**config.mk**
```make
export PLATFORM = sky130hd
export DESIGN_NAME = meter_frame_receiver
export DESIGN_NICKNAME = d
export VERILOG_FILES = /design/src/rtl/mfr_pkg.sv /design/src/rtl/mfr_ctrl.sv /design/src/rtl/mfr_datapath.sv /design/src/rtl/meter_frame_receiver.sv
export SDC_FILE = /design/constraint.sdc
export NUM_CORES = 1
export LEC_CHECK = 0
export ABC_AREA = 1
export BUFFER_PORTS_ARGS = -buffer_cell sky130_fd_sc_hd__buf_2
export CAP_MARGIN = 25
export CORE_MARGIN = 1.5
export CORE_UTILIZATION = 63
export DETAILED_ROUTE_END_ITERATION = 12
export PLACE_DENSITY = 0.8
export SYNTH_ARGS = -nofsm -noshare
export SYNTH_HDL_FRONTEND = slang
export SYNTH_SLANG_ARGS = --single-unit
```
**constraint.sdc**
```tcl
create_clock -name aclk -period 2.4 [get_ports aclk]
set_clock_uncertainty 0.1 [all_clocks]
set_input_delay 0.12 -clock aclk [delete_from_list [all_inputs] [get_ports aclk]]
set_output_delay 0.12 -clock aclk [all_outputs]
set_load 0.02 [all_outputs]
```
**src/rtl/mfr_pkg.sv**
```systemverilog
// Shared constants and controller/datapath interface types for the meter frame receiver.
package mfr_pkg;

    localparam int BUF_BYTES_DEF    = 64;
    localparam int BYTE_W           = 8;
    localparam int INDEX_W          = 6;
    localparam int START_MARK       = 8'h68;
    localparam int END_MARK         = 8'h16;
    localparam int END_OFFSET       = 11;
    localparam int SECOND_START_POS = 7;
    localparam int LENGTH_POS       = 9;
    localparam int SUM_W            = 9;

    typedef struct packed {
        logic take_byte;
        logic read_byte;
        logic next_byte;
    } cmd_t;

    typedef struct packed {
        logic frame_done;
        logic rd_last;
    } status_t;

endpackage

```
**src/rtl/mfr_ctrl.sv**
```systemverilog
// Controller state machine: receive, buffer read and result transfer sequencing.
module mfr_ctrl (
    input  logic            aclk,
    input  logic            aresetn,
    input  logic            s_valid,
    output logic            s_ready,
    output logic            m_valid,
    input  logic            m_ready,
    input  mfr_pkg::status_t status,
    output mfr_pkg::cmd_t    cmd
);

    localparam logic [1:0] ST_RECV = 2'd0;
    localparam logic [1:0] ST_READ = 2'd1;
    localparam logic [1:0] ST_SHOW = 2'd2;

    logic [1:0] state_reg;
    logic [1:0] state_next;

    always_ff @(posedge aclk) begin
        if (!aresetn) begin
            state_reg <= ST_RECV;
        end else begin
            state_reg <= state_next;
        end
    end

    always_comb begin
        state_next    = state_reg;
        s_ready       = 1'b0;
        m_valid       = 1'b0;
        cmd.take_byte = 1'b0;
        cmd.read_byte = 1'b0;
        cmd.next_byte = 1'b0;
        unique case (state_reg)
            ST_RECV: begin
                s_ready       = 1'b1;
                cmd.take_byte = s_valid;
                if (s_valid && status.frame_done) begin
                    state_next = ST_READ;
                end
            end
            ST_READ: begin
                cmd.read_byte = 1'b1;
                state_next    = ST_SHOW;
            end
            ST_SHOW: begin
                m_valid = 1'b1;
                if (m_ready) begin
                    // advance to the next stored byte unless this transfer ends the frame
                    if (status.rd_last) begin
                        state_next = ST_RECV;
                    end else begin
                        cmd.next_byte = 1'b1;
                        state_next    = ST_READ;
                    end
                end
            end
            default: begin
                state_next = ST_RECV;
            end
        endcase
    end

endmodule

```
**src/rtl/mfr_datapath.sv**
```systemverilog
// Datapath: frame parsing registers, frame buffer and replay read pointer.
module mfr_datapath #(
    parameter int BUF_BYTES = mfr_pkg::BUF_BYTES_DEF
) (
    input  logic                          aclk,
    input  logic                          aresetn,
    input  logic [mfr_pkg::BYTE_W-1:0]    s_rx_byte,
    input  mfr_pkg::cmd_t                 cmd,
    output mfr_pkg::status_t              status,
    output logic [mfr_pkg::BYTE_W-1:0]    m_frame_byte,
    output logic [mfr_pkg::INDEX_W-1:0]   m_byte_index,
    output logic                          m_last_of_frame
);

    localparam int ADDR_W = $clog2(BUF_BYTES);
    localparam int CNT_W  = $clog2(BUF_BYTES + 1);

    logic                         collecting_reg, collecting_next;
    logic [CNT_W-1:0]             byte_count_reg, byte_count_next;
    logic                         second_start_ok_reg, second_start_ok_next;
    logic [mfr_pkg::BYTE_W-1:0]   length_field_reg, length_field_next;
    logic [ADDR_W-1:0]            rd_idx_reg;
    logic [ADDR_W-1:0]            rd_end_reg;
    logic [mfr_pkg::BYTE_W-1:0]   rd_data_reg;
    logic [mfr_pkg::BYTE_W-1:0]   frame_mem [BUF_BYTES];

    logic                         start_seen;
    logic                         active;
    logic [CNT_W-1:0]             idx;
    logic                         overflow;
    logic                         store_byte;
    logic [mfr_pkg::SUM_W-1:0]    end_pos;
    logic                         done;

    always_comb begin
        start_seen = !collecting_reg && (s_rx_byte == mfr_pkg::BYTE_W'(mfr_pkg::START_MARK));
        active     = collecting_reg || start_seen;
        idx        = collecting_reg ? byte_count_reg : '0;
        overflow   = (idx >= CNT_W'(BUF_BYTES));
        store_byte = cmd.take_byte && active && !overflow;
        end_pos    = mfr_pkg::SUM_W'(length_field_reg) + mfr_pkg::SUM_W'(mfr_pkg::END_OFFSET);
        done       = active && !overflow && second_start_ok_reg
                     && (idx > CNT_W'(mfr_pkg::LENGTH_POS))
                     && (mfr_pkg::SUM_W'(idx) == end_pos)
                     && (s_rx_byte == mfr_pkg::BYTE_W'(mfr_pkg::END_MARK));
        status.frame_done = done;
        status.rd_last    = (rd_idx_reg == rd_end_reg);
    end

    always_comb begin
        collecting_next      = collecting_reg;
        byte_count_next      = byte_count_reg;
        second_start_ok_next = second_start_ok_reg;
        length_field_next    = length_field_reg;
        if (cmd.take_byte && active) begin
            if (overflow || done) begin
                // drop or finish: back to hunting
                collecting_next      = 1'b0;
                byte_count_next      = '0;
                second_start_ok_next = 1'b0;
                length_field_next    = '0;
            end else begin
                collecting_next = 1'b1;
                byte_count_next = idx + CNT_W'(1);
                if (start_seen) begin
                    second_start_ok_next = 1'b0;
                    length_field_next    = '0;
                end
                if (idx == CNT_W'(mfr_pkg::SECOND_START_POS)) begin
                    second_start_ok_next =
                        (s_rx_byte == mfr_pkg::BYTE_W'(mfr_pkg::START_MARK));
                end
                if (idx == CNT_W'(mfr_pkg::LENGTH_POS)) begin
                    length_field_next = s_rx_byte;
                end
            end
        end
    end

    always_ff @(posedge aclk) begin
        if (!aresetn) begin
            collecting_reg      <= 1'b0;
            byte_count_reg      <= '0;
            second_start_ok_reg <= 1'b0;
            length_field_reg    <= '0;
            rd_idx_reg          <= '0;
        end else begin
            collecting_reg      <= collecting_next;
            byte_count_reg      <= byte_count_next;
            second_start_ok_reg <= second_start_ok_next;
            length_field_reg    <= length_field_next;
            if (cmd.take_byte && done) begin
                rd_idx_reg <= '0;
            end else if (cmd.next_byte) begin
                rd_idx_reg <= rd_idx_reg + ADDR_W'(1);
            end
        end
    end

    always_ff @(posedge aclk) begin
        if (cmd.take_byte && done) begin
            rd_end_reg <= idx[ADDR_W-1:0];
        end
    end

    always_ff @(posedge aclk) begin
        if (store_byte) begin
            frame_mem[idx[ADDR_W-1:0]] <= s_rx_byte;
        end
        if (cmd.read_byte) begin
            rd_data_reg <= frame_mem[rd_idx_reg];
        end
    end

    assign m_frame_byte    = rd_data_reg;
    assign m_byte_index    = mfr_pkg::INDEX_W'(rd_idx_reg);
    assign m_last_of_frame = (rd_idx_reg == rd_end_reg);

endmodule

```
**src/rtl/meter_frame_receiver.sv**
```systemverilog
// Frame bytes go into the frame buffer one per cycle while receiving, at most one
// transfer per clock. A complete frame is replayed from the buffer: the first result
// is valid after the end byte transfer and a buffer read, and each frame byte takes
// a buffer read, then a result transfer, plus any output stall. No input is taken
// during replay. Synchronous active-low reset clears the controller and parse state;
// the frame buffer is not cleared: only bytes of the current frame are ever read back.
module meter_frame_receiver #(
    parameter int BUF_BYTES = mfr_pkg::BUF_BYTES_DEF
) (
    input  logic                          aclk,
    input  logic                          aresetn,
    input  logic                          s_valid,
    output logic                          s_ready,
    input  logic [mfr_pkg::BYTE_W-1:0]    s_rx_byte,
    output logic                          m_valid,
    input  logic                          m_ready,
    output logic [mfr_pkg::BYTE_W-1:0]    m_frame_byte,
    output logic [mfr_pkg::INDEX_W-1:0]   m_byte_index,
    output logic                          m_last_of_frame
);

    mfr_pkg::cmd_t    cmd;
    mfr_pkg::status_t status;

    mfr_ctrl u_ctrl (
        .aclk    (aclk),
        .aresetn (aresetn),
        .s_valid (s_valid),
        .s_ready (s_ready),
        .m_valid (m_valid),
        .m_ready (m_ready),
        .status  (status),
        .cmd     (cmd)
    );

    mfr_datapath #(
        .BUF_BYTES (BUF_BYTES)
    ) u_datapath (
        .aclk            (aclk),
        .aresetn         (aresetn),
        .s_rx_byte       (s_rx_byte),
        .cmd             (cmd),
        .status          (status),
        .m_frame_byte    (m_frame_byte),
        .m_byte_index    (m_byte_index),
        .m_last_of_frame (m_last_of_frame)
    );

endmodule
```
==> results.ini <==
[sta]
setup_viol=0
fmax_mhz=433
hold_violations=0
slew_violations=0
worst_pin_slew_ps=978
min_period_ps=2310
whs_ps=22.2
slew-limit-headroom_pct=34.7
tns_ps=0
fin_crit_sh_pct=96.3

[layout]
largest_reg_flops=512
fin_area_sq_um=25600
multi_input_area_sq_um=5430
nets=1955
layout.cells.non_filler=2435
drive_gt1_share_pct=13.4
synthToLayoutAreaGrowth_pct=14.3
fillCellCount=2148
seqCellArea_sq_um=16300

[routing]
wire_per_inst_um=23.9
vias=15700
first_pass_iters=9
wirelength_um=58100
ant_nets=0
drc_errors=0
drtIter0Drc=2157
viasPerCell=6.44

[floorplanning]
core_area_sq_um=34700
dieArea_sq_um=36600
fp.dieH_um=191
die_w_um=191
initial_utilization_pct=64.4
num_rows=68
io_pins=29

[global_route]
grt_start_max_net_pins=113
grt-ovfl-total=0
grt_pass1_wl_um=87700
grt_usage_pct=32.4
antenna_found_initial=1
grt_pass1_vias=15100

[worst_setup_path]
cp-end-kind=register
path_max_fanout=49
worstSetupPathType=register to register
arrival_ps=2670
critPathRequiredTime_ps=2760
startpoint_type=register

[synth]
seq_area_frac_synth_pct=72.9
yosys_most_used_dff=edfxtp_1
yosys.area.top_type=edfxtp_1
synthTopCellsByCount=edfxtp_1 (526), nor2_1 (362), o21ai_0 (250)
ys_ff_latch=551
synth-async-reset-ratio_pct=0
synthCells=1828
synth_most_common_cell=edfxtp_1
synth_cell_type_count=34
synth_area_sq_um=22400
synth_edf_count=526
synth_area_leaders=edfxtp_1 (71%), nor2_1 (6.1%), o21ai_0 (5.6%)
ys_warn_count=0
synth.avg_cell_area_sq_um=12.2
synth.net_count=1844
yosysTopAreaCellShare_pct=70.6

[flow_run]
drv_cap=0

[clock_network]
clk_pin_slew_ps=60
clockBufferDepth=3
clock_latency_ps=590
root_buffer=clkbuf_16
post-cts-setup-buffer-count=0
cts_tree=built
cts_htree_levels=2
cts.sinks=551
cts_made_buffers=52

[pwr]
ir_worst_vdd_v=0.000573
p_leak_uw=0.00879
p_per_area_nw_per_um2=729
p_total_uw=18600

[run_status]
status=completed

[place]
post-place-cells=2335
io_buffers=28
gp_congestion=0.936
dpl_cell_area_sq_um=23900
dp_hpwl_um=34200

[min_path]
hold_path_class=input port to register

## critical path, cell delays in order (launching register included)
cell	delay (ps)
dfxtp_4	400
inv_8	300
buf_12	210
o21ai_0	90
o221ai_1	300
o211ai_1	250
nand3_1	170
nand3_1	190
nand2_1	130
## metrics by stage
stage                     setup WS (ps)  utilization [%]
after floorplan                   -94.7                -
after global placement              116             68.7
after detailed placement           63.1             68.7
after CTS                          44.5             73.6
after global routing              -3.77             73.6
final                              89.8             73.6
## report_power, final
part	internal (uW)	total [uW]	switching, uW
sequential	10500	10500	0.709
clock	4480	7890	3420
combinational	29.6	221	192
## area by class of cell
type                            instances  area share (%)
Multi-Input combinational cell       1110            21.2
Tap cell                              455            2.23
Sequential cell                       551            63.8
Clock inverter                         29           0.979
Inverter                               57           0.891
Antenna cell                            1         0.00979
Timing Repair Buffer                  167            5.48
Clock buffer                           65            5.37
## cells by family after synthesis
family	synth area share, %
buffers and inverters	2.98
DFF	72.9
adders and majority gates	0.224
AOI/OAI and AO/OA	11.2
xor gates and xnor gates	0.353
and+or+nand+nor	12.4
## layout by cell type, fill, tap and decap left out, types with 2 or more instances in the layout
master and count:
edfxtp_1 526, nor2_1 353, o21ai_0 250, nand2_1 166, buf_4 117, nand3_1 85
o22ai_1 80, clkbuf_16 53, o221ai_1 49, inv_1 46, a21oi_1 33, nand4_1 30
buf_2 28, dfxtp_1 22, clkinv_1 17, buf_12 16, o211ai_1 15, nor2_2 12
clkbuf_1 12, xor2_1 9, clkinv_2 9, o21ai_1 6, dlygate4sd3_1 5, nand2_4 4
ha_1 4, bufinv_16 4, clkinvlp_4 3, inv_6 3, nand2_2 2, nand4_2 2
nor3_1 2, nand3_4 2, inv_2 2, dfxtp_4 2
## per-layer routing
metal  vias to the layer above  track usage (%)  part of all wire, %
li1                       6930                -                    -
met1                      7585             45.5                   38
met2                      1012             50.9                   47
met3                       146             6.32                   11
met4                         0             12.0                  3.6
met5                         -                0                    0
## worst paths after layout
check,from,endpoint,slack (ps),cells past startpoint
max reg2reg,u_datapath.m_byte_index[0],u_datapath.m_frame_byte[3],90,8
min,s_rx_byte[3],u_datapath.second_start_ok_reg,20,7
min reg2reg,u_datapath.byte_count_reg[6],u_datapath.byte_count_reg[6],390,2
max,u_datapath.m_byte_index[0],u_datapath.m_frame_byte[3],90,8
## what timing repair did
action,CTS,global route
endpoints found under the setup margin,0,15
hold buffers,5,0
hold endpoints to repair,25,0
gates resized for setup,0,6
Note: power is estimated with default switching activity, not from simulation.
